[src/rtl/core/spr_pkg.sv]
// ----------------------------------------------------------------------------
// Servo record/playback package
// Shared widths, constants, codes, stage types and scaling functions.
// ----------------------------------------------------------------------------
package spr_pkg;

  // Default number of record slots.
  localparam int unsigned SLOTS_DEF = 10;

  // Field widths.
  localparam int unsigned DUTY_W     = 8;
  localparam int unsigned SLOT_W     = 4;
  localparam int unsigned ANGLE_W    = 7;
  localparam int unsigned CMP_W      = 16;
  localparam int unsigned PERIOD_W   = 16;
  localparam int unsigned BASE_W     = 15;
  localparam int unsigned SPAN_W     = 15;
  localparam int unsigned CODE_W     = 2;
  localparam int unsigned CFG_IDX_W  = 2;
  localparam int unsigned CFG_DATA_W = 16;
  localparam int unsigned PROD_W     = DUTY_W + SPAN_W;

  // Register reset values.
  localparam logic [PERIOD_W-1:0] STEP_PERIOD_RST = PERIOD_W'(2000);
  localparam logic [BASE_W-1:0]   PWM_BASE_RST    = BASE_W'(1875);
  localparam logic [SPAN_W-1:0]   PWM_SPAN_RST    = SPAN_W'(1875);

  // Division by 255 as multiplication by a rounded-up reciprocal.
  // Exact for products below 2^23: 127 * 2^23 < 2^31.
  localparam int unsigned RECIP_W     = 24;
  localparam int unsigned RECIP_SHIFT = 31;
  localparam logic [RECIP_W-1:0] RECIP_255 = RECIP_W'(8421505);

  // Angle is floor(duty * 6 / 17); 1446 / 4096 rounds 6/17 up, exact for 8-bit duty.
  localparam int unsigned ANGLE_PROD_W = 19;
  localparam int unsigned ANGLE_SHIFT  = 12;
  localparam logic [ANGLE_PROD_W-1:0] ANGLE_MUL = ANGLE_PROD_W'(1446);

  // Sequencer modes.
  typedef enum logic [4:0] {
    MODE_PROGRAM = 5'b00001,
    MODE_RUN     = 5'b00010,
    MODE_STOP    = 5'b00100,
    MODE_RESET   = 5'b01000,
    MODE_TEST    = 5'b10000
  } mode_e;

  // Mode code reported with each result.
  typedef enum logic [CODE_W-1:0] {
    CODE_PROGRAM = 2'd0,
    CODE_RUN     = 2'd1,
    CODE_STOP    = 2'd2,
    CODE_TEST    = 2'd3
  } code_e;

  // Display update requested by the sequencer.
  typedef enum logic [1:0] {
    DISP_HOLD      = 2'd0,
    DISP_SHOW_MEM  = 2'd1,
    DISP_SHOW_DUTY = 2'd2,
    DISP_CLEAR     = 2'd3
  } disp_op_e;

  // Configuration register indexes.
  typedef enum logic [CFG_IDX_W-1:0] {
    CFG_STEP_PERIOD = 2'd0,
    CFG_PWM_BASE    = 2'd1,
    CFG_PWM_SPAN    = 2'd2
  } cfg_idx_e;

  // Slot memory command.
  typedef struct packed {
    logic we;
    logic clr;
    logic re;
  } mem_cmd_t;

  // One item after the sequencer stage.
  typedef struct packed {
    logic              valid;
    code_e             code;
    disp_op_e          op;
    logic [SLOT_W-1:0] slot;
    logic [DUTY_W-1:0] duty;
    logic              rd_ok;
    logic              written;
  } stage_t;

  // Display angle of a duty value.
  function automatic logic [ANGLE_W-1:0] angle_of(input logic [DUTY_W-1:0] duty);
    logic [ANGLE_PROD_W-1:0] p;
    p = ANGLE_PROD_W'(duty) * ANGLE_MUL;
    return ANGLE_W'(p >> ANGLE_SHIFT);
  endfunction

  // floor(prod / 255) for a duty times span product.
  function automatic logic [SPAN_W-1:0] scale_of(input logic [PROD_W-1:0] prod);
    logic [PROD_W+RECIP_W-1:0] p;
    p = (PROD_W+RECIP_W)'(prod) * (PROD_W+RECIP_W)'(RECIP_255);
    return SPAN_W'(p >> RECIP_SHIFT);
  endfunction

endpackage

[src/rtl/core/spr_slot_mem.sv]
// ----------------------------------------------------------------------------
// Servo record/playback slot memory
// Synchronous slot store with one write and one registered read port, and
// per-entry valid bits so that clearing the whole store resets only those bits.
// ----------------------------------------------------------------------------
module spr_slot_mem #(
  parameter int unsigned SLOTS = spr_pkg::SLOTS_DEF,
  localparam int unsigned ADDR_W = (SLOTS > 1) ? $clog2(SLOTS) : 1
) (
  input  logic                      clk_i,
  input  logic                      rst_ni,
  input  spr_pkg::mem_cmd_t         cmd_i,
  input  logic [ADDR_W-1:0]         wr_addr_i,
  input  logic [spr_pkg::DUTY_W-1:0] wdata_i,
  input  logic [ADDR_W-1:0]         rd_addr_i,
  output logic [spr_pkg::DUTY_W-1:0] rdata_o,
  output logic                      rvalid_o
);

  logic [spr_pkg::DUTY_W-1:0] mem_q [SLOTS];
  logic [spr_pkg::DUTY_W-1:0] rdata_q;
  logic [SLOTS-1:0]           valid_q;
  logic                       rvalid_q;

  // Data array and registered read.
  always_ff @(posedge clk_i) begin
    if (cmd_i.we) begin
      mem_q[wr_addr_i] <= wdata_i;
    end
    if (cmd_i.re) begin
      rdata_q <= mem_q[rd_addr_i];
    end
  end

  // Valid bits: an entry that was never written since the last clear reads with rvalid_o low.
  always_ff @(posedge clk_i or negedge rst_ni) begin
    if (!rst_ni) begin
      valid_q  <= '0;
      rvalid_q <= 1'b0;
    end else begin
      if (cmd_i.clr) begin
        valid_q <= '0;
      end else if (cmd_i.we) begin
        valid_q[wr_addr_i] <= 1'b1;
      end
      if (cmd_i.re) begin
        rvalid_q <= valid_q[rd_addr_i];
      end
    end
  end

  assign rdata_o  = rdata_q;
  assign rvalid_o = rvalid_q;

endmodule

[src/rtl/core/spr_ctrl.sv]
// ----------------------------------------------------------------------------
// Servo record/playback sequencer
// Mode machine, record and replay indices and the step timer. Each accepted
// tick updates this state and issues the slot memory access for the item.
// ----------------------------------------------------------------------------
module spr_ctrl #(
  parameter int unsigned SLOTS = spr_pkg::SLOTS_DEF,
  localparam int unsigned ADDR_W = (SLOTS > 1) ? $clog2(SLOTS) : 1
) (
  input  logic                          clk_i,
  input  logic                          rst_ni,
  input  logic                          in_valid_i,
  output logic                          in_stall_o,
  input  logic [spr_pkg::DUTY_W-1:0]    duty_sample_i,
  input  logic                          stop_button_i,
  input  logic                          run_button_i,
  input  logic                          clear_button_i,
  input  logic                          set_button_i,
  input  logic                          test_button_i,
  input  logic [spr_pkg::PERIOD_W-1:0]  step_period_i,
  input  logic                          take_i,
  output spr_pkg::stage_t               stage_o,
  output spr_pkg::mem_cmd_t             mem_cmd_o,
  output logic [ADDR_W-1:0]             mem_wr_addr_o,
  output logic [spr_pkg::DUTY_W-1:0]    mem_wdata_o,
  output logic [ADDR_W-1:0]             mem_rd_addr_o
);

  localparam int unsigned IDX_W = $clog2(SLOTS + 1);
  localparam logic [IDX_W-1:0] LAST_IDX = IDX_W'(SLOTS);

  spr_pkg::mode_e               mode_q, mode_d;
  logic [IDX_W-1:0]             rec_pos_q, rec_pos_d;
  logic [IDX_W-1:0]             rec_cnt_q, rec_cnt_d;
  logic [IDX_W-1:0]             replay_q, replay_d;
  logic [IDX_W-1:0]             test_q, test_d;
  logic [spr_pkg::PERIOD_W-1:0] tick_q, tick_d;
  logic                         set_rel_q, set_rel_d;
  spr_pkg::stage_t              s1_q, s1_d;

  logic                         accept;
  logic [spr_pkg::PERIOD_W-1:0] tick_inc;
  logic [spr_pkg::PERIOD_W-1:0] tick_nx;
  logic                         step;
  logic [IDX_W-1:0]             pos_nx;
  logic                         show;
  logic [IDX_W-1:0]             show_idx;
  spr_pkg::mem_cmd_t            cmd;

  // The stage register frees up whenever the datapath takes its item.
  assign in_stall_o = s1_q.valid & ~take_i;
  assign accept     = in_valid_i & ~in_stall_o;

  // Shared step timer for run and test replay.
  assign tick_inc = tick_q + spr_pkg::PERIOD_W'(1);
  assign step     = (tick_inc >= step_period_i);
  assign tick_nx  = step ? '0 : tick_inc;

  // Next state for one tick.
  always_comb begin
    mode_d    = mode_q;
    rec_pos_d = rec_pos_q;
    rec_cnt_d = rec_cnt_q;
    replay_d  = replay_q;
    test_d    = test_q;
    tick_d    = tick_q;
    set_rel_d = set_rel_q;
    pos_nx    = '0;
    show      = 1'b0;
    show_idx  = '0;
    cmd       = '0;

    s1_d         = '0;
    s1_d.valid   = 1'b1;
    s1_d.code    = spr_pkg::CODE_PROGRAM;
    s1_d.op      = spr_pkg::DISP_HOLD;
    s1_d.duty    = duty_sample_i;

    case (mode_q)
      spr_pkg::MODE_PROGRAM: begin
        replay_d = '0;
        test_d   = '0;
        // Record on a fresh press while free slots remain.
        if (set_button_i && (rec_pos_q < LAST_IDX) && set_rel_q) begin
          set_rel_d = 1'b0;
          cmd.we    = 1'b1;
          s1_d.op   = spr_pkg::DISP_SHOW_DUTY;
          s1_d.slot = spr_pkg::SLOT_W'(rec_pos_q);
          rec_pos_d = rec_pos_q + IDX_W'(1);
        end
        if (!set_button_i) begin
          set_rel_d = 1'b1;
        end
        if (clear_button_i) begin
          mode_d = spr_pkg::MODE_RESET;
        end else if (test_button_i) begin
          mode_d = spr_pkg::MODE_TEST;
        end else if (run_button_i) begin
          mode_d = spr_pkg::MODE_RUN;
        end
        // The record count is latched as program mode is left.
        if (clear_button_i || test_button_i || run_button_i) begin
          rec_cnt_d = rec_pos_d;
        end
      end
      spr_pkg::MODE_RUN: begin
        s1_d.code = spr_pkg::CODE_RUN;
        rec_pos_d = '0;
        test_d    = '0;
        tick_d    = tick_nx;
        pos_nx    = replay_q;
        if (step) begin
          show         = 1'b1;
          show_idx     = replay_q;
          s1_d.written = 1'b1;
          pos_nx       = replay_q + IDX_W'(1);
        end
        replay_d = (pos_nx >= rec_cnt_q) ? '0 : pos_nx;
        if (stop_button_i) begin
          mode_d = spr_pkg::MODE_STOP;
        end else if (clear_button_i) begin
          mode_d = spr_pkg::MODE_RESET;
        end
      end
      spr_pkg::MODE_STOP: begin
        s1_d.code = spr_pkg::CODE_STOP;
        show      = 1'b1;
        show_idx  = replay_q;
        if (run_button_i) begin
          mode_d = spr_pkg::MODE_RUN;
        end
      end
      spr_pkg::MODE_TEST: begin
        s1_d.code = spr_pkg::CODE_TEST;
        replay_d  = '0;
        rec_pos_d = '0;
        tick_d    = tick_nx;
        pos_nx    = test_q;
        if (step) begin
          show     = 1'b1;
          show_idx = test_q;
          pos_nx   = test_q + IDX_W'(1);
        end
        test_d = ((pos_nx >= rec_cnt_q) || test_button_i) ? '0 : pos_nx;
        if (clear_button_i) begin
          mode_d = spr_pkg::MODE_RESET;
        end else if (run_button_i) begin
          mode_d = spr_pkg::MODE_RUN;
        end
      end
      default: begin
        // Reset mode: wipe the store and the record and replay indices, back to program.
        s1_d.op   = spr_pkg::DISP_CLEAR;
        cmd.clr   = 1'b1;
        rec_pos_d = '0;
        rec_cnt_d = '0;
        replay_d  = '0;
        mode_d    = spr_pkg::MODE_PROGRAM;
      end
    endcase

    // Slot display read; an index past the store shows duty zero.
    if (show) begin
      s1_d.op    = spr_pkg::DISP_SHOW_MEM;
      s1_d.slot  = spr_pkg::SLOT_W'(show_idx);
      s1_d.rd_ok = (show_idx < LAST_IDX);
      cmd.re     = s1_d.rd_ok;
    end
  end

  // Memory access happens at the transfer edge of the item.
  assign mem_cmd_o.we   = cmd.we & accept;
  assign mem_cmd_o.clr  = cmd.clr & accept;
  assign mem_cmd_o.re   = cmd.re & accept;
  assign mem_wr_addr_o  = ADDR_W'(rec_pos_q);
  assign mem_wdata_o    = duty_sample_i;
  assign mem_rd_addr_o  = ADDR_W'(show_idx);

  // Sequencer state and stage register.
  always_ff @(posedge clk_i or negedge rst_ni) begin
    if (!rst_ni) begin
      mode_q    <= spr_pkg::MODE_PROGRAM;
      rec_pos_q <= '0;
      rec_cnt_q <= '0;
      replay_q  <= '0;
      test_q    <= '0;
      tick_q    <= '0;
      set_rel_q <= 1'b1;
      s1_q      <= '0;
    end else begin
      if (accept) begin
        mode_q    <= mode_d;
        rec_pos_q <= rec_pos_d;
        rec_cnt_q <= rec_cnt_d;
        replay_q  <= replay_d;
        test_q    <= test_d;
        tick_q    <= tick_d;
        set_rel_q <= set_rel_d;
        s1_q      <= s1_d;
      end else if (take_i) begin
        s1_q.valid <= 1'b0;
      end
    end
  end

  assign stage_o = s1_q;

endmodule

[src/rtl/core/spr_datapath.sv]
// ----------------------------------------------------------------------------
// Servo record/playback datapath
// Takes the slot read data, updates the held display, forms duty times span,
// then, for a written item, scales by 1/255, adds the base and holds the result for the output.
// ----------------------------------------------------------------------------
module spr_datapath (
  input  logic                          clk_i,
  input  logic                          rst_ni,
  input  spr_pkg::stage_t               stage_i,
  output logic                          take_o,
  input  logic [spr_pkg::DUTY_W-1:0]    rdata_i,
  input  logic                          rvalid_i,
  input  logic [spr_pkg::BASE_W-1:0]    pwm_base_i,
  input  logic [spr_pkg::SPAN_W-1:0]    pwm_span_i,
  output logic                          out_valid_o,
  input  logic                          out_stall_i,
  output logic [spr_pkg::CODE_W-1:0]    mode_code_o,
  output logic [spr_pkg::SLOT_W-1:0]    shown_slot_o,
  output logic [spr_pkg::ANGLE_W-1:0]   shown_angle_o,
  output logic [spr_pkg::CMP_W-1:0]     pwm_compare_o,
  output logic                          pwm_written_o
);

  logic                          en2, en3, move;
  logic [spr_pkg::DUTY_W-1:0]    duty_sel;
  logic [spr_pkg::SLOT_W-1:0]    slot_nx;
  logic [spr_pkg::ANGLE_W-1:0]   angle_nx;

  // Held display state.
  logic [spr_pkg::SLOT_W-1:0]    disp_slot_q;
  logic [spr_pkg::ANGLE_W-1:0]   disp_angle_q;

  // Product stage.
  logic                          v2_q;
  spr_pkg::code_e                code2_q;
  logic [spr_pkg::SLOT_W-1:0]    slot2_q;
  logic [spr_pkg::ANGLE_W-1:0]   angle2_q;
  logic                          wr2_q;
  logic [spr_pkg::PROD_W-1:0]    prod2_q;

  // Output register.
  logic                          v3_q;
  spr_pkg::code_e                code3_q;
  logic [spr_pkg::SLOT_W-1:0]    slot3_q;
  logic [spr_pkg::ANGLE_W-1:0]   angle3_q;
  logic                          wr3_q;
  logic [spr_pkg::CMP_W-1:0]     cmp_q;

  // Stage enables: a stage moves when the one after it is empty or moving.
  assign en3    = ~v3_q | ~out_stall_i;
  assign en2    = ~v2_q | en3;
  assign take_o = stage_i.valid & en2;
  assign move   = v2_q & en3;

  // Duty behind the display update.
  always_comb begin
    case (stage_i.op)
      spr_pkg::DISP_SHOW_MEM:  duty_sel = (stage_i.rd_ok & rvalid_i) ? rdata_i : '0;
      spr_pkg::DISP_SHOW_DUTY: duty_sel = stage_i.duty;
      default:                 duty_sel = '0;
    endcase
  end

  // Next held display.
  always_comb begin
    case (stage_i.op)
      spr_pkg::DISP_SHOW_MEM, spr_pkg::DISP_SHOW_DUTY: begin
        slot_nx  = stage_i.slot;
        angle_nx = spr_pkg::angle_of(duty_sel);
      end
      spr_pkg::DISP_CLEAR: begin
        slot_nx  = '0;
        angle_nx = '0;
      end
      default: begin
        slot_nx  = disp_slot_q;
        angle_nx = disp_angle_q;
      end
    endcase
  end

  // Control and held state.
  always_ff @(posedge clk_i or negedge rst_ni) begin
    if (!rst_ni) begin
      disp_slot_q  <= '0;
      disp_angle_q <= '0;
      v2_q         <= 1'b0;
      v3_q         <= 1'b0;
      cmp_q        <= '0;
    end else begin
      if (take_o) begin
        disp_slot_q  <= slot_nx;
        disp_angle_q <= angle_nx;
        v2_q         <= 1'b1;
      end else if (en3) begin
        v2_q <= 1'b0;
      end
      if (move) begin
        v3_q <= 1'b1;
        if (wr2_q) begin
          cmp_q <= spr_pkg::CMP_W'(pwm_base_i)
                 + spr_pkg::CMP_W'(spr_pkg::scale_of(prod2_q));
        end
      end else if (!out_stall_i) begin
        v3_q <= 1'b0;
      end
    end
  end

  // Payload registers.
  always_ff @(posedge clk_i) begin
    if (take_o) begin
      code2_q  <= stage_i.code;
      slot2_q  <= slot_nx;
      angle2_q <= angle_nx;
      wr2_q    <= stage_i.written;
      prod2_q  <= spr_pkg::PROD_W'(duty_sel) * spr_pkg::PROD_W'(pwm_span_i);
    end
    if (move) begin
      code3_q  <= code2_q;
      slot3_q  <= slot2_q;
      angle3_q <= angle2_q;
      wr3_q    <= wr2_q;
    end
  end

  assign out_valid_o   = v3_q;
  assign mode_code_o   = code3_q;
  assign shown_slot_o  = slot3_q;
  assign shown_angle_o = angle3_q;
  assign pwm_compare_o = cmp_q;
  assign pwm_written_o = wr3_q;

endmodule

[src/rtl/core/servo_position_record_playback.sv]
// ----------------------------------------------------------------------------
// Servo position record and playback sequencer
// Teach-and-replay servo control stepped once per tick: records duty samples
// into slots and replays them as PWM compare values and display angles.
//
//   Channel  Direction  Handshake                 Payload
//   in       to block   in_valid_i / in_stall_o   duty_sample, five buttons
//   out      from block out_valid_o / out_stall_i mode_code, shown_slot,
//                                                 shown_angle, pwm_compare,
//                                                 pwm_written
//   cfg      to block   cfg_we_i                  cfg_idx_i, cfg_wdata_i
//
// One tick is taken every cycle while in_stall_o is low; each result passes
// three registered stages (sequencer and slot read, duty times span, scale
// by 1/255).
// The slot memory read latency and the two multiplies set that depth.
// Reset returns all state at once; the slot store clears through valid bits.
// Output stalls fill the three stages before in_stall_o rises.
// ----------------------------------------------------------------------------
module servo_position_record_playback #(
  parameter int unsigned SLOTS = spr_pkg::SLOTS_DEF
) (
  input  logic                            clk_i,
  input  logic                            rst_ni,
  input  logic                            in_valid_i,
  output logic                            in_stall_o,
  input  logic [spr_pkg::DUTY_W-1:0]      duty_sample_i,
  input  logic                            stop_button_i,
  input  logic                            run_button_i,
  input  logic                            clear_button_i,
  input  logic                            set_button_i,
  input  logic                            test_button_i,
  output logic                            out_valid_o,
  input  logic                            out_stall_i,
  output logic [spr_pkg::CODE_W-1:0]      mode_code_o,
  output logic [spr_pkg::SLOT_W-1:0]      shown_slot_o,
  output logic [spr_pkg::ANGLE_W-1:0]     shown_angle_o,
  output logic [spr_pkg::CMP_W-1:0]       pwm_compare_o,
  output logic                            pwm_written_o,
  input  logic                            cfg_we_i,
  input  logic [spr_pkg::CFG_IDX_W-1:0]   cfg_idx_i,
  input  logic [spr_pkg::CFG_DATA_W-1:0]  cfg_wdata_i
);

  localparam int unsigned ADDR_W = (SLOTS > 1) ? $clog2(SLOTS) : 1;

  logic [spr_pkg::PERIOD_W-1:0] step_period_q;
  logic [spr_pkg::BASE_W-1:0]   pwm_base_q;
  logic [spr_pkg::SPAN_W-1:0]   pwm_span_q;

  spr_pkg::stage_t              stage;
  spr_pkg::mem_cmd_t            mem_cmd;
  logic [ADDR_W-1:0]            mem_wr_addr;
  logic [ADDR_W-1:0]            mem_rd_addr;
  logic [spr_pkg::DUTY_W-1:0]   mem_wdata;
  logic [spr_pkg::DUTY_W-1:0]   mem_rdata;
  logic                         mem_rvalid;
  logic                         take;

  // Configuration registers; an unknown index writes nothing.
  always_ff @(posedge clk_i or negedge rst_ni) begin
    if (!rst_ni) begin
      step_period_q <= spr_pkg::STEP_PERIOD_RST;
      pwm_base_q    <= spr_pkg::PWM_BASE_RST;
      pwm_span_q    <= spr_pkg::PWM_SPAN_RST;
    end else if (cfg_we_i) begin
      case (cfg_idx_i)
        spr_pkg::CFG_STEP_PERIOD: step_period_q <= spr_pkg::PERIOD_W'(cfg_wdata_i);
        spr_pkg::CFG_PWM_BASE:    pwm_base_q    <= spr_pkg::BASE_W'(cfg_wdata_i);
        spr_pkg::CFG_PWM_SPAN:    pwm_span_q    <= spr_pkg::SPAN_W'(cfg_wdata_i);
        default: ;
      endcase
    end
  end

  spr_ctrl #(
    .SLOTS (SLOTS)
  ) u_ctrl (
    .clk_i          (clk_i),
    .rst_ni         (rst_ni),
    .in_valid_i     (in_valid_i),
    .in_stall_o     (in_stall_o),
    .duty_sample_i  (duty_sample_i),
    .stop_button_i  (stop_button_i),
    .run_button_i   (run_button_i),
    .clear_button_i (clear_button_i),
    .set_button_i   (set_button_i),
    .test_button_i  (test_button_i),
    .step_period_i  (step_period_q),
    .take_i         (take),
    .stage_o        (stage),
    .mem_cmd_o      (mem_cmd),
    .mem_wr_addr_o  (mem_wr_addr),
    .mem_wdata_o    (mem_wdata),
    .mem_rd_addr_o  (mem_rd_addr)
  );

  spr_slot_mem #(
    .SLOTS (SLOTS)
  ) u_mem (
    .clk_i     (clk_i),
    .rst_ni    (rst_ni),
    .cmd_i     (mem_cmd),
    .wr_addr_i (mem_wr_addr),
    .wdata_i   (mem_wdata),
    .rd_addr_i (mem_rd_addr),
    .rdata_o   (mem_rdata),
    .rvalid_o  (mem_rvalid)
  );

  spr_datapath u_dp (
    .clk_i         (clk_i),
    .rst_ni        (rst_ni),
    .stage_i       (stage),
    .take_o        (take),
    .rdata_i       (mem_rdata),
    .rvalid_i      (mem_rvalid),
    .pwm_base_i    (pwm_base_q),
    .pwm_span_i    (pwm_span_q),
    .out_valid_o   (out_valid_o),
    .out_stall_i   (out_stall_i),
    .mode_code_o   (mode_code_o),
    .shown_slot_o  (shown_slot_o),
    .shown_angle_o (shown_angle_o),
    .pwm_compare_o (pwm_compare_o),
    .pwm_written_o (pwm_written_o)
  );

endmodule

[config.mk]
export PLATFORM = sky130hd
export DESIGN_NAME = servo_position_record_playback
export DESIGN_NICKNAME = d
export VERILOG_FILES = /design/src/rtl/core/spr_pkg.sv /design/src/rtl/core/spr_slot_mem.sv /design/src/rtl/core/spr_ctrl.sv /design/src/rtl/core/spr_datapath.sv /design/src/rtl/core/servo_position_record_playback.sv
export SDC_FILE = /design/constraint.sdc
export NUM_CORES = 1
export LEC_CHECK = 0
export BUFFER_PORTS_ARGS = -buffer_cell sky130_fd_sc_hd__buf_4
export CAP_MARGIN = 15
export CORE_UTILIZATION = 50
export DETAILED_ROUTE_END_ITERATION = 10
export PLACE_DENSITY_LB_ADDON = 0.2
export SYNTH_ARGS = -nofsm -noshare
export SYNTH_HDL_FRONTEND = slang
export SYNTH_HIERARCHICAL = 1
export SYNTH_SLANG_ARGS = --single-unit
[constraint.sdc]
create_clock -name clk_i -period 16.9 [get_ports clk_i]
set_clock_uncertainty 0.05 [all_clocks]
set_input_delay 1.69 -clock clk_i [delete_from_list [all_inputs] [get_ports clk_i]]
set_output_delay 1.69 -clock clk_i [all_outputs]
set_load 0.05 [all_outputs]
==> results.py, run 1 <==
metrics = {
    "pwr": {
        "power_frac_comb_pct": 53.0,
        "seqPwrFrac_pct": 27.1,
        "p_int_uw": 2090,
        "ir_drop_mv": 0.103,
        "p_clk_share_pct": 19.9,
        "power.density_nw_per_um2": 159,
        "p_sw_share_pct": 41.8,
        "switchingPower_uw": 1500,
        "p_leak_uw": 0.0107,
    },
    "logic_synthesis": {
        "netlist_instances": 1901,
        "synth_edf_count": 139,
        "syn_area_um2": 20500,
        "yosys.area.top_type_share_pct": 20.4,
        "yosysWarnings": 6,
        "synthTopCellsByCount": "ha_1, inv_1, nand2_1",
        "synth_top_area_cell": "edfxtp_1",
        "synth-seq-area-share_pct": 38.0,
        "async_reset_ff_share_pct": 50.7,
        "syn_nets": 2309,
        "synth_flop_cell": "edfxtp_1",
        "synth_most_common_cell": "ha_1",
        "synth_area_leaders": "edfxtp_1, ha_1, dfrtp_1",
        "syn_avg_cell_area_um2": 10.8,
        "post_synth_num_cell_types": 81,
        "synth-seq-cells": 282,
    },
    "drt": {
        "viasPerCell": 5.46,
        "antenna_left": 0,
        "via_count": 13700,
        "wirelength_um": 42700,
        "drt_pass1_iterations": 5,
        "drtIter0Drc": 787,
        "drc": 0,
        "post_drt_wl_per_cell_um": 17.0,
    },
    "worst_setup_path": {
        "slowest_stage": "fa_1",
        "cp.arrival_ns": 6.39,
        "worstSetupStartpointType": "flip-flop",
        "crit_chain": "inv_1 > ha_1 > inv_1 > nor2_1 > buf_4 > and2_1 > fa_1 > fa_1 > fa_1 > inv_1 > fa_1 > inv_1 > ha_1 > a21oi_1 > o21ai_0 > nor3_1 > a21oi_1 > a41o_1 > nor3_1 > o21ai_1 > a21oi_1 > xnor2_1",
        "critPathBufInv": 5,
        "criticalPathCategory": "flip-flop to flip-flop",
        "path_delay_family": "adder cells",
        "required_ns": 17.17,
        "cp-end-kind": "flip-flop",
        "crit_fanout": 21,
        "slowest_delay_ns": 0.54,
    },
    "floorplanning": {
        "die_w_um": 204,
        "fp.dieH_um": 204,
        "core_area_um2": 40100,
        "die_area_um2": 41800,
        "start_util_pct": 51.1,
        "std_cell_rows": 73,
        "ios": 68,
    },
    "global_routing": {
        "antenna_found_initial": 0,
        "overflow": 0,
        "grt_pass1_wl_um": 71700,
        "gr-usage-all-layers_pct": 21.4,
        "grt_start_max_net_pins": 82,
        "grt_pass1_vias": 14000,
    },
    "final_layout": {
        "drive_above_1_share_pct": 12.4,
        "fin_area_um2": 22600,
        "multiInputGateArea_um2": 11500,
        "seqCellArea_um2": 7780,
        "layout.nets": 2363,
        "antenna_cells": 0,
        "nFillCells": 3428,
        "areaGrowthSynthToFinish_pct": 10.2,
    },
    "sta": {
        "rsz0062_at_grt": "false",
        "fin_crit_ns": 6.12,
        "tightest_slew_ns": 1.02,
        "max_slew_margin_pct": 31.9,
        "clock.fmax_mhz": 163,
        "hold_viol": 0,
        "finalMaxSlewViolations": 0,
        "period_share_pct": 36.2,
        "setup_viol": 0,
        "setup_tns_ns": 0,
    },
    "cts": {
        "cts.sinks": 282,
        "insertion_delay_ns": 0.60,
        "cts.path.max_buffers": 3,
        "ctsResizeCount": 0,
        "cts_max_level": 1,
        "postCtsSetupRepairBufs": 0,
        "hold_buffers": 0,
        "numCtsBuffers": 31,
        "cts-root-buf": "clkbuf_16",
        "path_clk_slew_ns": 0.07,
        "cts_tree": "done",
    },
    "place": {
        "place_area_um2": 21500,
        "place_congestion": 0.859,
        "io_buffers": 67,
        "dpl.hpwl_um": 32200,
    },
    "job": {
        "cap_violations": 0,
    },
    "hold_path": {
        "hp-class": "flip-flop to flip-flop",
    },
    "status": {
        "outcome": "complete, no violations",
    },
}
## cell type report
cell class                 count  area share (%)
tap                          525            2.91
clock buffer                  44            3.97
inverter                     239            3.97
multi-input combinational   1317            50.9
timing repair buffer          84            2.89
sequential                   282            34.4
clock inverter                14           0.903
## power by group through the flow
stage / combinational, uW / sequential [uW] / clock (uW)
2_1_floorplan: 1390 / 1020 / 0
3_3_place_gp: 1860 / 980 / 0
3_5_place_dp: 1890 / 984 / 0
4_1_cts: 1920 / 972 / 731
5_1_grt: 2190 / 987 / 757
6_report: 1900 / 971 / 714
## placed cells by master (no fill, tap or decap), types with 39 or more instances in the layout
cell      synthesis  routed
inv_1           239     238
ha_1            262     262
dfrtp_1         121     121
and2_1           66      66
o21ai_0          88      88
buf_4            10      80
a21oi_1          64      64
fa_1            110     110
mux2_2           55      55
nor2_1           82      81
xnor2_1          39      39
nand2_1         203     203
edfxtp_1        139     139
## kinds of logic after synthesis
| group | after synthesis | share of synthesized area, % |
|---|---|---|
| xor+xnor | 62 | 2.65 |
| flops | 282 | 38.0 |
| buf+inv | 302 | 5.95 |
| simple gates | 500 | 11.8 |
| fa+ha+maj | 372 | 26.7 |
| compound gates | 310 | 9.86 |
| mux | 73 | 5.05 |
## registers in the layout, indices dropped and copies added, names as in the netlist, 5 cells and up
register	cells
u_ctrl/tick_q	16
u_mem/mem_q	80
u_mem/valid_q	10
u_dp/shown_angle_o	7
u_ctrl/stage_o	19
step_period_q	16
u_ctrl/mode_q	5
u_mem/rdata_o	8
u_dp/angle2_q	7
u_dp/pwm_compare_o	16
pwm_span_q	15
u_dp/disp_angle_q	7
pwm_base_q	15
u_dp/prod2_q	23
## per-layer routing
| layer | share of wire [%] | routed length (um) | track usage [%] |
|---|---|---|---|
| met3 | 3.8 | 1610 | 2.74 |
| met1 | 44 | 19000 | 28.3 |
| met4 | 1.9 | 829 | 4.98 |
| met2 | 50 | 21300 | 37.1 |
| met5 | 0 | 0 | 0 |
## per-stage QoR
| step | setup slack (ns) | hold WS, ns | utilization, % | total power [uW] | std cells |
|---|---|---|---|---|---|
| floorplan | 10.89 | 0.350 | - | 2410 | 1901 |
| global placement | 11.01 | 0.355 | 53.5 | 2840 | 2444 |
| detailed placement | 10.85 | 0.358 | 53.5 | 2880 | 2444 |
| CTS | 10.81 | 0.365 | 56.2 | 3630 | 2502 |
| global route | 10.36 | 0.372 | 56.3 | 3930 | 2505 |
| finish | 10.78 | 0.363 | 56.3 | 3580 | 2505 |
## worst paths after layout
check                      slack (ns)  cells after the start                    end                from
max reg2reg                     10.78                     22       u_dp/prod2_q[22]  u_ctrl/stage_o[15]
min in group asynchronous        1.04                      1  u_dp/pwm_compare_o[1]              rst_ni
min reg2reg                      0.36                      0  u_dp/shown_angle_o[3]    u_dp/angle2_q[3]
max in group asynchronous       14.71                      3       u_ctrl/set_rel_q              rst_ni
min                              0.36                      0  u_dp/shown_angle_o[3]    u_dp/angle2_q[3]
max                             10.78                     22       u_dp/prod2_q[22]  u_ctrl/stage_o[15]
## worst register-to-register path, cell delays in order, from the launching register on
cell	delay, ns
dfrtp_1	0.38
inv_1	0.08
ha_1	0.44
inv_1	0.23
nor2_1	0.15
buf_4	0.27
and2_1	0.20
fa_1	0.45
fa_1	0.52
fa_1	0.54
inv_1	0.05
fa_1	0.53
inv_1	0.05
ha_1	0.38
a21oi_1	0.20
o21ai_0	0.14
nor3_1	0.14
a21oi_1	0.15
a41o_1	0.32
nor3_1	0.22
o21ai_1	0.11
a21oi_1	0.19
xnor2_1	0.08
Note: power is estimated with default switching activity, not from simulation.
==> run 2, diff against run 1 <==
clock period = 6.1 ns   (was 16.9 ns; I/O delays follow)
==> run 2 against run 1 <==
First-iteration DRC count down 21%. Routed wire length decreased by 3.1%. Maximum frequency is 4.6% higher. Highest routed layer unchanged. Die area did not move. Register-to-register slack worse by 11 ns.
==> results.py, run 2 (same netlist as run 1, synthesis figures left out) <==
metrics = {
    "status": {
        "outcome": "complete, no violations",
    },
    "worst_setup_path": {
        "rr_worst_depth": 22,
        "cp-end-kind": "flip-flop",
        "cp-startpoint": "u_dp/prod2_q[15]",
        "worstSetupStartpointType": "flip-flop",
        "cp.arrival_ns": 6.21,
        "path_delay_family": "adder cells",
        "required_ns": 6.46,
        "critPathBufInv": 0,
        "crit_fanout": 3,
        "r2r_end": "u_dp/pwm_compare_o[15]",
        "r2r_slack_ns": 0.25,
        "crit_top_cell": "o21ai_2",
        "r2r-start": "u_dp/prod2_q[15]",
        "slowest_stage": "fa_1",
        "slowest_delay_ns": 0.55,
        "endpoint": "u_dp/pwm_compare_o[15]",
        "criticalPathCategory": "flip-flop to flip-flop",
        "path_depth": 22,
        "crit_chain": "ha_2 > fa_1 > ha_4 > fa_1 > ha_1 > ha_4 > o21ai_2 > o21ai_2 > nor2_1 > o21ai_2 > a2111oi_4 > o31ai_4 > xor2_1 > ha_2 > or4_4 > a21oi_4 > o31ai_4 > o41ai_2 > nor2_1 > a211o_1 > a21oi_1 > o21ai_1",
    },
    "sta": {
        "tightest_slew_ns": 1.02,
        "clock.fmax_mhz": 171,
        "fin_crit_ns": 5.85,
        "setup_tns_ns": 0,
        "hold_slack_ns": 0.0442,
        "finalMaxSlewViolations": 0,
        "max_slew_margin_pct": 31.6,
        "setup_viol": 0,
        "period_share_pct": 95.9,
        "hold_viol": 0,
    },
    "floorplanning": {
        "core_area_um2": 40100,
        "start_util_pct": 51.1,
        "fp.dieH_um": 204,
        "ios": 68,
        "std_cell_rows": 73,
        "die_area_um2": 41800,
        "die_w_um": 204,
    },
    "final_layout": {
        "final_common_cell": "ha_1",
        "final_cells": 2519,
        "areaGrowthSynthToFinish_pct": 11.7,
        "layout.nets": 2378,
        "antenna_cells": 0,
        "largest_reg_flops": 80,
        "top_register": "u_mem/mem_q",
        "drive_above_1_share_pct": 14.9,
        "nFillCells": 3406,
        "layout_common_cells": "ha_1, inv_1, nand2_1, edfxtp_1, dfrtp_1",
    },
    "global_routing": {
        "grt_start_max_net_pins": 91,
        "overflow": 0,
        "gr-usage-all-layers_pct": 20.4,
        "antenna_found_initial": 0,
        "grt_pass1_wl_um": 68900,
        "grt_pass1_vias": 13800,
    },
    "pwr": {
        "power_frac_comb_pct": 55.2,
        "power.density_nw_per_um2": 447,
        "p_leak_uw": 0.0108,
        "ir_drop_mv": 0.325,
        "p_int_uw": 5940,
        "p_clk_share_pct": 18.6,
        "p_sw_share_pct": 41.9,
        "switchingPower_uw": 4290,
        "report.power.total_uw": 10200,
        "seqPwrFrac_pct": 26.2,
    },
    "drt": {
        "met1_length_um": 19200,
        "via_count": 13600,
        "viasPerCell": 5.38,
        "drt_pass1_iterations": 5,
        "antenna_left": 0,
        "post_drt_wl_per_cell_um": 16.4,
        "maxUsedRoutingLayer": "met4",
        "met3_length_um": 1010,
        "drtIter0Drc": 624,
        "wirelength_um": 41400,
        "met2WireLength_um": 20500,
        "drc": 0,
    },
    "cts": {
        "cts_max_level": 1,
        "cts_tree": "done",
        "insertion_delay_ns": 0.58,
        "path_clk_slew_ns": 0.07,
        "cts.sinks": 282,
        "numCtsBuffers": 30,
        "cts.path.max_buffers": 3,
        "cts-root-buf": "clkbuf_16",
        "hold_buffers": 0,
    },
    "place": {
        "io_buffers": 67,
        "place_congestion": 0.842,
        "place_inst": 2451,
        "dpl.hpwl_um": 31500,
    },
    "job": {
        "cap_violations": 0,
    },
    "hold_path": {
        "hp-class": "input pin to async pin",
    },
}
[run 2: cell types whose count changed in the layout (fill, tap and decap cells not counted), moves of 3 or more]
cell / delta
nor2_1: -5
clkinv_4: -3
ha_4: +3
o21ai_0: -3
clkbuf_1: -3
buf_4: +11
ha_1: -9
a21oi_2: +6
ha_2: +6
a21oi_1: -7
o21ai_2: +4
nor2_4: +4
buf_12: +3
[run 2: per-layer routing]
| metal | up-vias | track usage [%] |
|---|---|---|
| li1 | 6695 | - |
| met2 | 160 | 35.8 |
| met5 | - | 0 |
| met3 | 40 | 2.04 |
| met1 | 6659 | 27.3 |
| met4 | 0 | 4.05 |
[run 2: timing repair]
item                                   in CTS  in global routing
resized for setup                           0                 51
endpoints found under the hold margin       0                  0
setup endpoints to repair                   0                  8
buffers inserted                            0                  9
[run 2: worst min path at each step]
stage,start,endpoint,slack (ns),depth (start not counted)
final,rst_ni,u_dp/pwm_compare_o[8],0.04,1
after detailed placement,u_dp/angle2_q[0],u_dp/shown_angle_o[0],0.36,0
after CTS,rst_ni,u_dp/pwm_compare_o[0],0.07,1
after global placement,u_dp/slot2_q[1],u_dp/shown_slot_o[1],0.35,0
after global routing,rst_ni,u_dp/pwm_compare_o[0],0.10,1
after floorplan,rst_ni,pwm_base_q[11],0.26,0
[run 2: cell type report]
class                      instances  area [um2]  share of cell area, %
multi-input combinational       1317       11700                   51.1
sequential                       282        7780                   34.0
clock buffer                      41         862                   3.76
inverter                         239         901                   3.93
timing repair inverter             1        5.00                 0.0219
timing repair buffer              99         787                   3.44
tap                              525         657                   2.87
clock inverter                    15         205                  0.896
[run 2: power groups by stage]
stage	combinational, uW	clock (uW)	sequential (uW)
2_1_floorplan	3850	0	2820
5_1_grt	6490	2030	2720
4_1_cts	5350	1960	2680
6_report	5650	1900	2680
3_3_place_gp	5180	0	2710
3_5_place_dp	5280	0	2720
[run 2: through the flow]
step,area [um2],setup slack [ns],utilization (%)
after floorplan,20500,0.0900,-
after global placement,21500,0.226,53.7
after detailed placement,21500,0.174,53.7
after CTS,22600,0.106,56.4
after global routing,22900,-0.0655,57.1
final,22900,0.251,57.1
==> run 3, diff against run 2 <==
CORE_MARGIN = 2   (was default)
CTS_CLUSTER_DIAMETER = 80   (was default)
PLACE_DENSITY_LB_ADDON = 0.05   (was 0.2)
==> run 3 against run 2 <==
Clock power grew 4%. Global-route usage grew 1.5 points. Final area grew 0.31%. Non-clock buffer count grew 3. Via count grew 1.0%. Sequential power is essentially flat. Utilization shrank 0.60 points.
==> results.py, run 3 (same netlist as run 1, synthesis figures left out) <==
metrics = {
    "status": {
        "outcome": "complete, no violations",
    },
    "final_layout": {
        "antenna_cells": 0,
        "top_register": "u_mem/mem_q",
        "areaGrowthSynthToFinish_pct": 12.1,
        "fin_util_pct": 56.5,
        "layout_common_cells": "ha_1, inv_1, nand2_1, edfxtp_1, dfrtp_1",
        "drive_above_1_share_pct": 14.6,
        "seqCellArea_um2": 7780,
        "final_common_cell": "ha_1",
        "multiInputGateArea_um2": 11700,
        "final_cells": 2535,
        "nFillCells": 3562,
        "fin_area_um2": 23000,
        "layout.nets": 2385,
        "largest_reg_flops": 80,
    },
    "sta": {
        "period_share_pct": 96.6,
        "rsz0062_at_grt": "true",
        "finalMaxSlewViolations": 0,
        "worst_slack_ns": 0.207,
        "setup_viol": 0,
        "clock.fmax_mhz": 170,
        "tightest_slew_ns": 0.975,
        "fin_crit_ns": 5.89,
        "hold_viol": 0,
        "setup_tns_ns": 0,
        "max_slew_margin_pct": 34.8,
    },
    "global_routing": {
        "antenna_found_initial": 1,
        "overflow": 0,
        "grt_pass1_vias": 13800,
        "grt_pass1_wl_um": 72700,
        "grt_start_max_net_pins": 90,
        "gr-usage-all-layers_pct": 21.8,
    },
    "drt": {
        "antenna_left": 0,
        "drc": 0,
        "met3_length_um": 1460,
        "via_count": 13700,
        "maxUsedRoutingLayer": "met5",
        "post_drt_wl_per_cell_um": 17.6,
        "wirelength_um": 44600,
        "drt_pass1_iterations": 5,
        "met2WireLength_um": 21300,
        "met1_length_um": 20800,
        "viasPerCell": 5.40,
        "drtIter0Drc": 842,
    },
    "worst_setup_path": {
        "required_ns": 6.45,
        "slowest_stage": "or4_1",
        "slowest_delay_ns": 0.54,
        "critPathBufInv": 0,
        "crit_fanout": 4,
        "criticalPathCategory": "flip-flop to flip-flop",
        "cp.arrival_ns": 6.24,
        "worstSetupStartpointType": "flip-flop",
        "crit_chain": "ha_1 > fa_1 > ha_1 > fa_1 > ha_1 > ha_1 > o21ai_1 > o21ai_2 > o21ai_2 > a21boi_2 > a2111oi_4 > o31ai_4 > xor2_1 > ha_2 > or4_1 > a21oi_2 > o31ai_2 > o41ai_2 > nor2_1 > a211o_1 > a21oi_2 > o21ai_1",
        "cp-end-kind": "flip-flop",
        "crit_top_cell": "ha_1",
        "path_delay_family": "adder cells",
    },
    "pwr": {
        "p_clk_share_pct": 19.1,
        "switchingPower_uw": 4380,
        "seqPwrFrac_pct": 26.0,
        "power.density_nw_per_um2": 450,
        "p_int_uw": 5950,
        "power_frac_comb_pct": 54.9,
        "p_sw_share_pct": 42.4,
        "p_leak_uw": 0.0108,
        "ir_drop_mv": 0.316,
    },
    "place": {
        "place_area_um2": 21600,
        "pre_cts_ws_ns": 0.0898,
        "place_inst": 2460,
        "dpl.hpwl_um": 33500,
        "place_congestion": 0.845,
        "io_buffers": 67,
    },
    "floorplanning": {
        "std_cell_rows": 74,
        "ios": 68,
        "core_area_um2": 40600,
        "start_util_pct": 50.4,
        "fp.dieH_um": 206,
        "die_w_um": 206,
        "die_area_um2": 42600,
    },
    "hold_path": {
        "hp-class": "input pin to async pin",
    },
    "cts": {
        "cts_max_level": 2,
        "cts.path.max_buffers": 3,
        "path_clk_slew_ns": 0.06,
        "cts_tree": "done",
        "insertion_delay_ns": 0.55,
        "numCtsBuffers": 34,
        "cts.sinks": 282,
        "hold_buffers": 0,
        "cts-root-buf": "clkbuf_16",
    },
    "job": {
        "cap_violations": 0,
    },
}
==> run 3: cell types whose count changed in the layout (fill, tap and decap cells not counted), moves of 2 or more <==
cell / change
clkbuf_8: -3
clkinv_2: -3
buf_4: +2
a21oi_2: -2
clkinv_1: -2
clkinv_8: +2
clkbuf_1: +10
o21ai_2: -2
bufinv_16: -3
clkbuf_16: +5
==> run 3: what timing repair did <==
item                                    CTS  global route
endpoints found under the setup margin    0             9
setup buffers                             0            11
resized for setup                         0            46
==> run 3: per-layer routing <==
layer  vias up  GRT usage, %
li1       6713             -
met1      6708          30.2
met2       204          35.9
met3        62          3.07
met4         2          6.20
met5         -             0
==> run 3: worst paths after layout <==
kind | start | to | slack [ns] | cells past startpoint
min | rst_ni | u_dp/pwm_compare_o[3] | 0.06 | 1
max reg2reg | u_dp/prod2_q[15] | u_dp/pwm_compare_o[15] | 0.21 | 22
min in group clk_i | set_button_i | u_ctrl/set_rel_q | 0.19 | 2
min reg2reg | u_dp/slot2_q[3] | u_dp/shown_slot_o[3] | 0.37 | 0
max in group asynchronous | rst_ni | u_ctrl/stage_o[2] | 4.64 | 2
max | u_dp/prod2_q[15] | u_dp/pwm_compare_o[15] | 0.21 | 22
==> run 3: power groups by stage <==
stage | logic (uW) | clock network [uW] | registers (uW)
finish | 5670 | 1970 | 2690
global route | 6520 | 2110 | 2730
CTS | 5410 | 2030 | 2700
global placement | 5240 | 0 | 2720
floorplan | 3850 | 0 | 2820
detailed placement | 5350 | 0 | 2730
==> run 3: final cells by class <==
class | instances | area share [%]
Tap cell | 532 | 2.90
Timing Repair inverter | 1 | 0.0327
Inverter | 239 | 3.92
Sequential cell | 282 | 33.9
Timing Repair Buffer | 102 | 3.58
Multi-Input combinational cell | 1317 | 50.9
Clock inverter | 9 | 0.517
Clock buffer | 53 | 4.28
==> run 3: per-stage QoR <==
stage	hold slack [ns]	total power, uW
6_report	0.0583	10300
5_1_grt	0.132	11400
4_1_cts	0.0907	10100
3_5_place_dp	0.357	8070
3_3_place_gp	0.354	7960
2_1_floorplan	0.264	6670
